--- config.mk ---
export PLATFORM = sky130hd
export DESIGN_NAME = thermal_code_temp_converter
export DESIGN_NICKNAME = d
export VERILOG_FILES = /design/src/design/tcc_pkg.sv /design/src/design/tcc_front.sv /design/src/design/tcc_div_step.sv /design/src/design/tcc_back.sv /design/src/design/thermal_code_temp_converter.sv
export SDC_FILE = /design/constraint.sdc
export NUM_CORES = 1
export LEC_CHECK = 0
export ABC_AREA = 1
export BUFFER_PORTS_ARGS = -buffer_cell sky130_fd_sc_hd__buf_2
export CAP_MARGIN = 15
export CORE_MARGIN = 1
export CORE_UTILIZATION = 55
export DETAILED_ROUTE_END_ITERATION = 8
export HOLD_SLACK_MARGIN = 0.12
export MAX_ROUTING_LAYER = met4
export PLACE_DENSITY = 0.72
export SLEW_MARGIN = 0
export SYNTH_ARGS = -nofsm -noshare
export SYNTH_HDL_FRONTEND = slang
export SYNTH_SLANG_ARGS = --single-unit
--- constraint.sdc ---
create_clock -name clk_i -period 7.7 [get_ports clk_i]
set_clock_uncertainty 0.05 [all_clocks]
set_input_delay 1.54 -clock clk_i [delete_from_list [all_inputs] [get_ports clk_i]]
set_output_delay 1.54 -clock clk_i [all_outputs]
set_load 0.03 [all_outputs]
--- src/design/tcc_pkg.sv ---
`timescale 1ns / 1ps
// ----------------------------------------------------------------------------
// Thermal code converter package
// Shared constants, codes and types for the code / temperature converter.
// ----------------------------------------------------------------------------
package tcc_pkg;

  localparam int CODE_BITS_DEF = 10;
  localparam int TEMP_W        = 21;
  localparam int OFFSET_W      = 20;
  localparam int SLOPE_W       = 10;
  localparam int RAW_W         = 12;
  localparam int TIN_W         = 32;
  localparam int DIFF_W        = 21;
  localparam int VALID_BIT     = 11;
  localparam int APB_AW        = 3;
  localparam int APB_DW        = 32;

  localparam logic [OFFSET_W-1:0]     OFFSET_RESET   = OFFSET_W'(410040);
  localparam logic [SLOPE_W-1:0]      SLOPE_RESET    = SLOPE_W'(487);
  localparam logic signed [TIN_W-1:0] TEMP_MIN_LIMIT = -TIN_W'(88161);

  // Register index, taken from paddr bit 2.
  localparam logic REG_OFFSET = 1'b0;
  localparam logic REG_SLOPE  = 1'b1;

  typedef enum logic [1:0] {
    MODE_STATUS    = 2'd0,
    MODE_CODE      = 2'd1,
    MODE_ROUND_UP  = 2'd2,
    MODE_ROUND_DN  = 2'd3
  } tcc_mode_e;

  // Per-request control that travels down the pipeline.
  typedef struct packed {
    logic                     is_code;
    logic                     round_up;
    logic                     clamp_neg;
    logic                     sat_max;
    logic                     zero;
    logic                     invalid;
    logic signed [TEMP_W-1:0] temp;
  } tcc_meta_t;

endpackage

--- src/design/tcc_front.sv ---
`timescale 1ns / 1ps
// ----------------------------------------------------------------------------
// Thermal code converter front end
// Two register stages: decode, multiply and difference, then temperature
// clamp and divider range check.
// ----------------------------------------------------------------------------
module tcc_front #(
  parameter int CODE_BITS = tcc_pkg::CODE_BITS_DEF
) (
  input  logic                                  clk_i,
  input  logic                                  rst_ni,
  input  logic                                  valid_i,
  output logic                                  ready_o,
  input  logic [1:0]                            mode_i,
  input  logic [tcc_pkg::RAW_W-1:0]             raw_word_i,
  input  logic signed [tcc_pkg::TIN_W-1:0]      temp_in_i,
  input  logic [tcc_pkg::OFFSET_W-1:0]          offset_i,
  input  logic [tcc_pkg::SLOPE_W-1:0]           slope_i,
  output logic                                  valid_o,
  input  logic                                  ready_i,
  output tcc_pkg::tcc_meta_t                    meta_o,
  output logic [((CODE_BITS+10 > 21) ? CODE_BITS+10 : 21)-1:0] rem_o
);
  import tcc_pkg::*;

  localparam int PW = CODE_BITS + SLOPE_W;
  localparam int DW = (PW > DIFF_W) ? PW : DIFF_W;
  localparam int TW = ((PW > OFFSET_W) ? PW : OFFSET_W) + 1;
  localparam logic signed [TW-1:0] T_MAX = TW'(1048575);
  localparam logic signed [TW-1:0] T_MIN = ~T_MAX;

  // Stage A: decode, multiply, difference.
  logic                valid_a_q;
  tcc_meta_t           meta_a_d, meta_a_q;
  logic [DIFF_W-1:0]   diff_a_d, diff_a_q;
  logic [PW-1:0]       prod_a_d, prod_a_q;
  logic [CODE_BITS-1:0] code_sel;
  logic                below, above;
  logic [TIN_W:0]      diff_full;
  logic                ready_b;

  // Stage B.
  logic                valid_b_q;
  tcc_meta_t           meta_b_d, meta_b_q;
  logic [DW-1:0]       rem_b_d, rem_b_q;
  logic signed [TW-1:0] t_full;
  logic signed [TEMP_W-1:0] t_sat;
  logic                ovf;

  always_comb begin
    meta_a_d = '0;
    code_sel = '0;
    unique case (tcc_mode_e'(mode_i))
      MODE_STATUS: begin
        meta_a_d.invalid   = ~raw_word_i[VALID_BIT];
        meta_a_d.clamp_neg = 1'b1;
        code_sel           = CODE_BITS'(raw_word_i[10:1]);
      end
      MODE_CODE: begin
        code_sel = CODE_BITS'(raw_word_i);
      end
      MODE_ROUND_UP: begin
        meta_a_d.is_code  = 1'b1;
        meta_a_d.round_up = 1'b1;
      end
      MODE_ROUND_DN: begin
        meta_a_d.is_code = 1'b1;
      end
      default: ;
    endcase
    below = temp_in_i < TEMP_MIN_LIMIT;
    above = $signed({temp_in_i[TIN_W-1], temp_in_i}) >=
            $signed({{(TIN_W+1-OFFSET_W){1'b0}}, offset_i});
    diff_full = {{(TIN_W+1-OFFSET_W){1'b0}}, offset_i} - {temp_in_i[TIN_W-1], temp_in_i};
    diff_a_d  = diff_full[DIFF_W-1:0];
    meta_a_d.zero    = above;
    meta_a_d.sat_max = below | ((slope_i == '0) & ~above);
    prod_a_d  = PW'(code_sel) * PW'(slope_i);
  end

  assign ready_b = ~valid_b_q | ready_i;
  assign ready_o = ~valid_a_q | ready_b;

  always_ff @(posedge clk_i or negedge rst_ni) begin
    if (!rst_ni) begin
      valid_a_q <= 1'b0;
      valid_b_q <= 1'b0;
    end else begin
      if (ready_o) valid_a_q <= valid_i;
      if (ready_b) valid_b_q <= valid_a_q;
    end
  end

  always_ff @(posedge clk_i) begin
    if (valid_i && ready_o) begin
      meta_a_q <= meta_a_d;
      diff_a_q <= diff_a_d;
      prod_a_q <= prod_a_d;
    end
    if (valid_a_q && ready_b) begin
      meta_b_q <= meta_b_d;
      rem_b_q  <= rem_b_d;
    end
  end

  // Stage B: temperature line with saturation, and quotient range check.
  always_comb begin
    t_full = TW'(offset_i) - TW'(prod_a_q);
    if (t_full > T_MAX) begin
      t_sat = T_MAX[TEMP_W-1:0];
    end else if (t_full < T_MIN) begin
      t_sat = T_MIN[TEMP_W-1:0];
    end else begin
      t_sat = t_full[TEMP_W-1:0];
    end
    if (meta_a_q.clamp_neg && t_sat < 0) t_sat = '0;
    // A quotient of 2^CODE_BITS or more saturates at the maximum code.
    ovf      = DW'(diff_a_q) >= (DW'(slope_i) << CODE_BITS);
    meta_b_d = meta_a_q;
    meta_b_d.temp = (meta_a_q.invalid || meta_a_q.is_code) ? '0 : t_sat;
    meta_b_d.sat_max = meta_a_q.sat_max | (ovf & ~meta_a_q.zero);
    rem_b_d  = DW'(diff_a_q);
  end

  assign valid_o = valid_b_q;
  assign meta_o  = meta_b_q;
  assign rem_o   = rem_b_q;

endmodule

--- src/design/tcc_div_step.sv ---
`timescale 1ns / 1ps
// ----------------------------------------------------------------------------
// Thermal code converter divider step
// One registered restoring-division step that resolves one quotient bit.
// ----------------------------------------------------------------------------
module tcc_div_step #(
  parameter int CODE_BITS = tcc_pkg::CODE_BITS_DEF,
  parameter int SHIFT     = 0
) (
  input  logic                          clk_i,
  input  logic                          rst_ni,
  input  logic                          valid_i,
  output logic                          ready_o,
  input  tcc_pkg::tcc_meta_t            meta_i,
  input  logic [((CODE_BITS+10 > 21) ? CODE_BITS+10 : 21)-1:0] rem_i,
  input  logic [CODE_BITS-1:0]          quo_i,
  input  logic [tcc_pkg::SLOPE_W-1:0]   slope_i,
  output logic                          valid_o,
  input  logic                          ready_i,
  output tcc_pkg::tcc_meta_t            meta_o,
  output logic [((CODE_BITS+10 > 21) ? CODE_BITS+10 : 21)-1:0] rem_o,
  output logic [CODE_BITS-1:0]          quo_o
);
  import tcc_pkg::*;

  localparam int DW = (CODE_BITS + SLOPE_W > DIFF_W) ? CODE_BITS + SLOPE_W : DIFF_W;

  logic                 valid_q;
  tcc_meta_t            meta_q;
  logic [DW-1:0]        rem_d, rem_q, divisor;
  logic [CODE_BITS-1:0] quo_d, quo_q;

  always_comb begin
    divisor = DW'(slope_i) << SHIFT;
    rem_d   = rem_i;
    quo_d   = quo_i;
    if (rem_i >= divisor) begin
      rem_d        = rem_i - divisor;
      quo_d[SHIFT] = 1'b1;
    end
  end

  assign ready_o = ~valid_q | ready_i;

  always_ff @(posedge clk_i or negedge rst_ni) begin
    if (!rst_ni) begin
      valid_q <= 1'b0;
    end else if (ready_o) begin
      valid_q <= valid_i;
    end
  end

  always_ff @(posedge clk_i) begin
    if (valid_i && ready_o) begin
      meta_q <= meta_i;
      rem_q  <= rem_d;
      quo_q  <= quo_d;
    end
  end

  assign valid_o = valid_q;
  assign meta_o  = meta_q;
  assign rem_o   = rem_q;
  assign quo_o   = quo_q;

endmodule

--- src/design/tcc_back.sv ---
`timescale 1ns / 1ps
// ----------------------------------------------------------------------------
// Thermal code converter back end
// Rounding, code saturation and the output register.
// ----------------------------------------------------------------------------
module tcc_back #(
  parameter int CODE_BITS = tcc_pkg::CODE_BITS_DEF
) (
  input  logic                                 clk_i,
  input  logic                                 rst_ni,
  input  logic                                 valid_i,
  output logic                                 ready_o,
  input  tcc_pkg::tcc_meta_t                   meta_i,
  input  logic [((CODE_BITS+10 > 21) ? CODE_BITS+10 : 21)-1:0] rem_i,
  input  logic [CODE_BITS-1:0]                 quo_i,
  output logic                                 valid_o,
  input  logic                                 ready_i,
  output logic signed [tcc_pkg::TEMP_W-1:0]    temp_o,
  output logic [CODE_BITS-1:0]                 code_o,
  output logic                                 invalid_o
);
  import tcc_pkg::*;

  logic                     valid_q;
  logic signed [TEMP_W-1:0] temp_q;
  logic [CODE_BITS-1:0]     code_d, code_q;
  logic                     invalid_q;
  logic [CODE_BITS:0]       quo_inc;

  always_comb begin
    quo_inc = {1'b0, quo_i} + (CODE_BITS+1)'(meta_i.round_up && (rem_i != '0));
    code_d  = '0;
    if (meta_i.is_code) begin
      if (meta_i.sat_max || quo_inc[CODE_BITS]) begin
        code_d = '1;
      end else if (!meta_i.zero) begin
        code_d = quo_inc[CODE_BITS-1:0];
      end
    end
    // The zero case wins over the maximum: a temperature at or above the
    // offset is handled ahead of the zero-slope case.
    if (meta_i.is_code && meta_i.zero) code_d = '0;
  end

  assign ready_o = ~valid_q | ready_i;

  always_ff @(posedge clk_i or negedge rst_ni) begin
    if (!rst_ni) begin
      valid_q <= 1'b0;
    end else if (ready_o) begin
      valid_q <= valid_i;
    end
  end

  always_ff @(posedge clk_i) begin
    if (valid_i && ready_o) begin
      temp_q    <= meta_i.temp;
      code_q    <= code_d;
      invalid_q <= meta_i.invalid;
    end
  end

  assign valid_o   = valid_q;
  assign temp_o    = temp_q;
  assign code_o    = code_q;
  assign invalid_o = invalid_q;

endmodule

--- src/design/thermal_code_temp_converter.sv ---
`timescale 1ns / 1ps
// ----------------------------------------------------------------------------
// Thermal code / temperature converter
// Converts sensor codes to millidegrees and millidegrees to sensor codes.
// ----------------------------------------------------------------------------
// Usage: a request carries mode_i, raw_word_i and temp_in_i on the input
// channel (in_valid_i / in_ready_o). Each request yields exactly one result
// on the output channel (out_valid_o / out_ready_i) with temp_out_o,
// code_out_o and invalid_o, in request order.
// From acceptance to a valid result, a request passes two front stages
// (decode and multiply, then clamp and range check), one restoring divider
// stage per quotient bit, and the output register. Throughput is one request
// per cycle while the receiver takes results. Every stage has its own valid
// bit and takes a new request whenever it is empty or its successor takes its
// content, so bubbles are squeezed out while the receiver stalls, and a
// stalled result holds in the output register until it is taken.
// Reset clears all valid bits and loads the offset and slope registers with
// their defaults; there is no clearing pass. The user must write the offset
// and slope over the APB port only while the block is idle; the block does
// not enforce this, and the pipeline reads the live register values.
// ----------------------------------------------------------------------------
module thermal_code_temp_converter #(
  parameter int CODE_BITS = tcc_pkg::CODE_BITS_DEF
) (
  input  logic                               clk_i,
  input  logic                               rst_ni,
  // Request channel.
  input  logic                               in_valid_i,
  output logic                               in_ready_o,
  input  logic [1:0]                         mode_i,
  input  logic [tcc_pkg::RAW_W-1:0]          raw_word_i,
  input  logic signed [tcc_pkg::TIN_W-1:0]   temp_in_i,
  // Result channel.
  output logic                               out_valid_o,
  input  logic                               out_ready_i,
  output logic signed [tcc_pkg::TEMP_W-1:0]  temp_out_o,
  output logic [CODE_BITS-1:0]               code_out_o,
  output logic                               invalid_o,
  // APB configuration port.
  input  logic                               psel,
  input  logic                               penable,
  input  logic                               pwrite,
  input  logic [tcc_pkg::APB_AW-1:0]         paddr,
  input  logic [tcc_pkg::APB_DW-1:0]         pwdata,
  output logic [tcc_pkg::APB_DW-1:0]         prdata,
  output logic                               pready
);
  import tcc_pkg::*;

  localparam int DW = (CODE_BITS + SLOPE_W > DIFF_W) ? CODE_BITS + SLOPE_W : DIFF_W;

  // Configuration registers.
  logic [OFFSET_W-1:0] offset_q;
  logic [SLOPE_W-1:0]  slope_q;
  logic                apb_write;

  assign pready    = 1'b1;
  assign apb_write = psel & penable & pwrite;

  always_ff @(posedge clk_i or negedge rst_ni) begin
    if (!rst_ni) begin
      offset_q <= OFFSET_RESET;
      slope_q  <= SLOPE_RESET;
    end else if (apb_write) begin
      unique case (paddr[2])
        REG_OFFSET: offset_q <= pwdata[OFFSET_W-1:0];
        REG_SLOPE:  slope_q  <= pwdata[SLOPE_W-1:0];
        default: ;
      endcase
    end
  end

  always_comb begin
    prdata = '0;
    unique case (paddr[2])
      REG_OFFSET: prdata = APB_DW'(offset_q);
      REG_SLOPE:  prdata = APB_DW'(slope_q);
      default: ;
    endcase
  end

  // Pipeline links: index k feeds divider step k; the last feeds the back end.
  logic [CODE_BITS:0]   stg_valid;
  logic [CODE_BITS:0]   stg_ready;
  tcc_meta_t            stg_meta [CODE_BITS+1];
  logic [DW-1:0]        stg_rem  [CODE_BITS+1];
  logic [CODE_BITS-1:0] stg_quo  [CODE_BITS+1];

  assign stg_quo[0] = '0;

  tcc_front #(.CODE_BITS(CODE_BITS)) u_front (
    .clk_i      (clk_i),
    .rst_ni     (rst_ni),
    .valid_i    (in_valid_i),
    .ready_o    (in_ready_o),
    .mode_i     (mode_i),
    .raw_word_i (raw_word_i),
    .temp_in_i  (temp_in_i),
    .offset_i   (offset_q),
    .slope_i    (slope_q),
    .valid_o    (stg_valid[0]),
    .ready_i    (stg_ready[0]),
    .meta_o     (stg_meta[0]),
    .rem_o      (stg_rem[0])
  );

  // Quotient bits are resolved from the most significant one down.
  for (genvar k = 0; k < CODE_BITS; k++) begin : g_div
    tcc_div_step #(.CODE_BITS(CODE_BITS), .SHIFT(CODE_BITS - 1 - k)) u_step (
      .clk_i   (clk_i),
      .rst_ni  (rst_ni),
      .valid_i (stg_valid[k]),
      .ready_o (stg_ready[k]),
      .meta_i  (stg_meta[k]),
      .rem_i   (stg_rem[k]),
      .quo_i   (stg_quo[k]),
      .slope_i (slope_q),
      .valid_o (stg_valid[k+1]),
      .ready_i (stg_ready[k+1]),
      .meta_o  (stg_meta[k+1]),
      .rem_o   (stg_rem[k+1]),
      .quo_o   (stg_quo[k+1])
    );
  end

  tcc_back #(.CODE_BITS(CODE_BITS)) u_back (
    .clk_i     (clk_i),
    .rst_ni    (rst_ni),
    .valid_i   (stg_valid[CODE_BITS]),
    .ready_o   (stg_ready[CODE_BITS]),
    .meta_i    (stg_meta[CODE_BITS]),
    .rem_i     (stg_rem[CODE_BITS]),
    .quo_i     (stg_quo[CODE_BITS]),
    .valid_o   (out_valid_o),
    .ready_i   (out_ready_i),
    .temp_o    (temp_out_o),
    .code_o    (code_out_o),
    .invalid_o (invalid_o)
  );

endmodule

## Word-level counts from Yosys, hierarchy flattened

Index checks and enable logic that the tools add are counted.

- Input bits: 88
- Logic and storage cells: 238
- Register bits after elaboration: 694
- Output and inout bits: 67

- Mux-type cells: 20
- Add/sub/neg operators: 13
- Equality and inequality tests: 3
- Multipliers: 1
- Bitwise operators: 37
- Reduce and logical (&&, ||, !) cells: 26
- Magnitude comparators: 16

Operators by type and width:

| operator | number |
|---|---|
| 21-bit two-way mux | 12 |
| 32-bit case mux with 2 select lines | 1 |
| 32-bit by 21-bit >= comparator with 1-bit output | 1 |
| 32-bit by 18-bit less-than comparator with 1-bit output, second input constant | 1 |
| 21-bit by 10-bit >= comparator with 1-bit output | 1 |
| 21-bit by 11-bit >= comparator with 1-bit output | 1 |
| 21-bit by 12-bit >= comparator with 1-bit output | 1 |
| 21-bit by 13-bit >= comparator with 1-bit output | 1 |
| 21-bit by 14-bit >= comparator with 1-bit output | 1 |
| 21-bit by 15-bit >= comparator with 1-bit output | 1 |
| 21-bit by 16-bit >= comparator with 1-bit output | 1 |
| 21-bit by 17-bit >= comparator with 1-bit output | 1 |
| 21-bit by 18-bit >= comparator with 1-bit output | 1 |
| 21-bit by 19-bit >= comparator with 1-bit output | 1 |
| 21-bit by 20-bit >= comparator with 1-bit output | 1 |
| 21-bit greater-than comparator, second input constant | 1 |
| 21-bit by 1-bit less-than comparator with 1-bit output, second input constant | 1 |
| 21-bit less-than comparator, second input constant | 1 |
| 21-bit nonzero test | 1 |
| 20-bit by 20-bit subtractor with 21-bit output | 1 |
| 21-bit by 10-bit subtractor with 21-bit output | 1 |
| 21-bit by 11-bit subtractor with 21-bit output | 1 |
| 21-bit by 12-bit subtractor with 21-bit output | 1 |
| 21-bit by 13-bit subtractor with 21-bit output | 1 |
| 23 further kinds | 81 |

## Longest topological paths before layout

- Depth after elaboration: 15
- Depth in mapped cells: 24
- Depth with buffers taken out: 24

## Hierarchy

From an unflattened synthesis, not the netlist that was laid out.

- Cell total of the unflattened synthesis: 4352
- Area total of the unflattened synthesis: 41962.7 µm²

By module, submodules not included:

| module | area an instance (µm²) | cells an instance | sequential area each (µm²) | times used |
|---|---|---|---|---|
| tcc_front | 9731.8 | 1131 | 2902.8 | 1 |
| tcc_div_step (g_div[9].u_step) | 3146.8 | 337 | 1766.7 | 1 |
| tcc_div_step (g_div[8].u_step) | 3017.9 | 305 | 1766.7 | 1 |
| tcc_div_step (g_div[5].u_step) | 3005.4 | 308 | 1766.7 | 1 |
| tcc_div_step (g_div[7].u_step) | 2969.1 | 280 | 1766.7 | 1 |
| tcc_div_step (g_div[6].u_step) | 2967.8 | 275 | 1766.7 | 1 |
| tcc_div_step (g_div[3].u_step) | 2892.8 | 296 | 1766.7 | 1 |
| tcc_div_step (g_div[4].u_step) | 2889.0 | 283 | 1766.7 | 1 |
| tcc_div_step (g_div[1].u_step) | 2830.2 | 280 | 1766.7 | 1 |
| tcc_div_step (g_div[2].u_step) | 2826.5 | 272 | 1766.7 | 1 |
| tcc_div_step (g_div[0].u_step) | 2736.4 | 261 | 1766.7 | 1 |
| thermal_code_temp_converter | 1541.5 | 203 | 769.5 | 1 |
| tcc_back | 1407.6 | 121 | 985.9 | 1 |

## Worst setup path after synthesis

No wires, ideal clock.

- Path type: in2reg
- Start: in mode_i[0]
- End: reg u_front.prod_a_q[16] (data pin)
- Library setup time: 0.260 ns
- Setup slack: 1.337 ns
- Required time: 7.390 ns
- Cell stages on the path: 23
- Arrival time: 6.053 ns
- Path buffers: 0
- Cells stage by stage: inv_1 > nor2_1 > inv_1 > o22ai_1 > nand2_1 > fa_1 > inv_1 > fa_1 > inv_1 > fa_1 > inv_1 > fa_1 > inv_1 > fa_1 > inv_1 > ha_1 > nand2_1 > nor2_1 > nand2_1 > o211ai_1 > nand3_1 > nand2_1 > xor2_1

- Word-level cells in the longest chain between the ends: 3
- Elaborated cells between the ends (all ways): 4
- Those cells by class: 1 x mul; 1 x eq/ne; 1 x mux; 1 x reduce/logical

RTL lines:

| what | line | text |
|---|---|---|
| start, declared | thermal_code_temp_converter.sv:30 | `input logic [1:0] mode_i,` |
| 2-bit by 1-bit equality test with 1-bit output / 2-bit logical NOT (equally long branches) | tcc_front.sv:53 | `unique case (tcc_mode_e'(mode_i))` |
| 10-bit case mux with 2 select lines (*) | tcc_front.sv:53 |  |
| 10-bit by 10-bit multiplier with 20-bit output (*) | tcc_front.sv:78 | `prod_a_d = PW'(code_sel) * PW'(slope_i);` |
| via u_front.prod_a_d[16] | tcc_front.sv:36 | `logic [PW-1:0] prod_a_d, prod_a_q;` |
| end signal, assigned | tcc_front.sv:98 | `prod_a_q <= prod_a_d;` |
| end, declared | tcc_front.sv:36 |  |

Mark *: on every way through the listed nets, which the timed path passes. The rest lies on a longest branch.
A chain may end at the register's enable or synchronous reset.

## Worst setup path after layout

- Start: in mode_i[0]
- End: reg u_front.prod_a_q[17] (data pin)

Same word-level chain as after synthesis.

==> results.json <==
{
  "critPathArrivalTime_ps": 6770,
  "fmax_ghz": 0.1553,
  "pin_count": 155,
  "cts_buffer_depth": 3,
  "synth-edff-count": 651,
  "cp_common_cell": "inv_1",
  "status": "finished with violations",
  "die_area_um2": 68120,
  "grt_pass1_vias": 24728,
  "cts_tree": "done",
  "synthSimpleGateAreaFrac": 0.1612,
  "ys_ff_latch": 694,
  "synth_compound_area_frac": 0.07417,
  "antenna_found_initial": 0,
  "ys.flop_type": "edfxtp_1",
  "grt_max_degree": 58,
  "rsz0062_at_grt": "false",
  "hold_path_class": "register to register",
  "synth_fa_ha_area_frac": 0.1171,
  "core_area_um2": 66100,
  "port-buffer-count": 127,
  "drt-total-wl_mm": 83.42,
  "crit_family": "adder cells",
  "timing.final.crit_share": 0.8361,
  "cp_data_required_time_ps": 8030,
  "critPathKind": "input pin to register",
  "clock_latency_ps": 640,
  "cap_violations": 0,
  "gr-total-overflow": 0,
  "yosys_warnings": 0,
  "cts_root_buf": "clkbuf_16",
  "path_max_fanout": 9,
  "fp.dieH_um": 261.0,
  "worst_r2r_path_depth": 17,
  "crit-reg2reg-launch": "slope_q[9]",
  "cts-resized-gates": 0,
  "drtIter0Drc": 1850,
  "die_w_um": 261.0,
  "ir_worst_vdd_v": 0.0002765,
  "netlist.area_leader.share": 0.5299,
  "holdBufCountCts": 0,
  "wl_per_cell_um": 17.87,
  "cts_buffers": 73,
  "drtAntennaViolNets": 0,
  "syn_to_final_growth_pct": 11.39,
  "cts.reportedPaths.clkPinSlew_ps": 60,
  "gp_congestion": 0.9561,
  "antenna_cells": 0,
  "powerDensity_nw_per_um2": 391.8,
  "fin_tns_setup_ps": 0,
  "r2r_slack_ps": 1930,
  "violations": "DRC",
  "period_minus_slack_ps": 6438,
  "slew_violations": 0,
  "start_kind": "input pin",
  "setup.worst_path.start": "mode_i[0]",
  "synthXorXnorAreaFrac": 0.03395,
  "fin_nets": 4135,
  "final_common_cell": "nand2_1",
  "ys_types": 50,
  "synth_area_per_cell_um2": 10.37,
  "via_count": 25459,
  "synthTopCellsByArea": "edfxtp_1, ha_1, nand2_1, inv_1, fa_1",
  "path_cells": "buf_2 > inv_1 > nor2_1 > inv_1 > o22ai_1 > buf_4 > nand2_1 > fa_1 > inv_1 > fa_1 > inv_1 > fa_1 > inv_1 > fa_1 > inv_1 > fa_1 > inv_1 > ha_1 > nand2_1 > o21ai_0 > nand3_1 > nand2_1 > xor2_1",
  "crit_end": "u_front.prod_a_q[17]",
  "hpwl_mm": 60.69,
  "crit_buf_inv": 9,
  "netlist_area_um2": 36890,
  "grt_use_total": 0.2575,
  "synthCells": 3557,
  "synthArstFlopShare": 0.06196,
  "r2r_end": "u_front.prod_a_q[18]",
  "worstMarginPinSlew_ps": 1111,
  "synth_top_family_by_area": "simple AND/OR/NAND/NOR gates",
  "vias_per_cell": 5.454,
  "hold_violations": 0,
  "synth_top_area_cell": "edfxtp_1",
  "cts.htree.levels": 3,
  "clock-sinks": 694,
  "finalSetupViolCount": 0,
  "dr.pass1.iters": 9,
  "synth.mux.area_fraction": 0.0002713,
  "post-cts-setup-buffers": 0,
  "row_count": 94,
  "ys_seq_area_frac": 0.5596,
  "cp-end-kind": "register",
  "layout.cells.most_common_list": "nand2_1, edfxtp_1, inv_1",
  "slowest_stage": "fa_1",
  "slowest_delay_ps": 520,
  "slew_headroom": 0.2592,
  "final_util": 0.6217,
  "drc": 7,
  "grt_pass1_wl_mm": 131.6,
  "initial_core_util": 0.5581,
  "power_leakage_uw": 0.01739,
  "drive_gt1_frac": 0.08412,
  "cp.depth": 23
}
power breakdown:
group / total [uW] / switching, uW / internal (uW)
sequential: 6520 / 652 / 5870
combinational: 6030 / 3960 / 2060
clock: 3550 / 1500 / 2040
through the flow:
stage	setup slack, ps	hold slack (ps)	total power, uW	cell area, um2	std cells
2_1_floorplan	1337	350.3	10830	36930	3568
3_3_place_gp	747.6	350.7	12440	38600	4533
3_5_place_dp	694.8	354.5	12540	38600	4533
4_1_cts	1361	357.9	16150	41050	4666
5_1_grt	957.8	364.1	17190	41090	4668
6_report	1262	360.6	16100	41090	4668
sequential cells by signal, summed over array words and instances, names as in the netlist:
signal,count
u_front.prod_a_q,20
g_div.u_step.quo_o,55
g_div.u_step.rem_o,210
slope_q,10
u_back.temp_o,21
u_back.invalid_o,1
u_back.code_o,10
u_front.rem_o,21
u_front.valid_a_q,1
u_front.meta_a_q,6
g_div.u_step.valid_o,10
offset_q,20
u_front.diff_a_q,21
u_back.valid_o,1
u_front.valid_o,1
g_div.u_step.meta_o,260
u_front.meta_o,26
synthesized netlist by cell type (3+ instances only):
master / instances
or2_2: 14
nand4_1: 68
nand3b_1: 21
ha_1: 227
a21o_1: 19
dfstp_2: 15
edfxtp_1: 651
nor2_1: 346
buf_2: 15
o21ai_1: 25
nor2_2: 5
a31oi_1: 7
nand3_1: 140
a21boi_0: 7
xnor2_1: 58
inv_1: 440
o21a_1: 12
a211oi_1: 3
nor3_1: 39
buf_4: 16
o21ai_0: 195
nor3_2: 4
nor4_1: 27
o2111ai_1: 4
dfrtp_1: 28
o211ai_1: 10
nand2_1: 733
clkbuf_1: 17
inv_2: 9
o21bai_1: 12
xor2_1: 85
fa_1: 74
a21oi_1: 206
cell type report:
type / instances / area [um2]
repair buffers: 153 / 855.8
flip-flops and latches: 694 / 20640
clock buffers: 93 / 1922
multi-input cells: 2373 / 14370
clock inverters: 40 / 533.0
inverters: 451 / 1693
well taps: 864 / 1081
fillers: 5430 / 25000
logic make-up after synthesis:
family / Yosys count
simple gates: 1408
flops: 694
compound gates: 507
buf+inv: 501
fa+ha+maj: 301
xor+xnor: 143
other cells: 2
mux: 1
worst min-delay path by stage:
stage	startpoint	end	slack [ps]	depth (start not counted)
6_report	g_div[4].u_step.meta_o[13]	g_div[5].u_step.meta_o[13]	360	0
5_1_grt	g_div[8].u_step.meta_o[4]	g_div[9].u_step.meta_o[4]	360	0
4_1_cts	g_div[4].u_step.meta_o[13]	g_div[5].u_step.meta_o[13]	360	0
3_5_place_dp	u_front.meta_o[14]	g_div[0].u_step.meta_o[14]	350	0
3_3_place_gp	g_div[0].u_step.meta_o[26]	g_div[1].u_step.meta_o[26]	350	0
2_1_floorplan	u_front.meta_o[0]	g_div[0].u_step.meta_o[0]	350	0
layer usage:
metal	routed length (um)	GRT usage
met5	0	-
met4	2647	0.08915
met3	4619	0.03184
met2	40450	0.4290
met1	35700	0.3258
No activity file was read; power rests on OpenSTA's default activity.
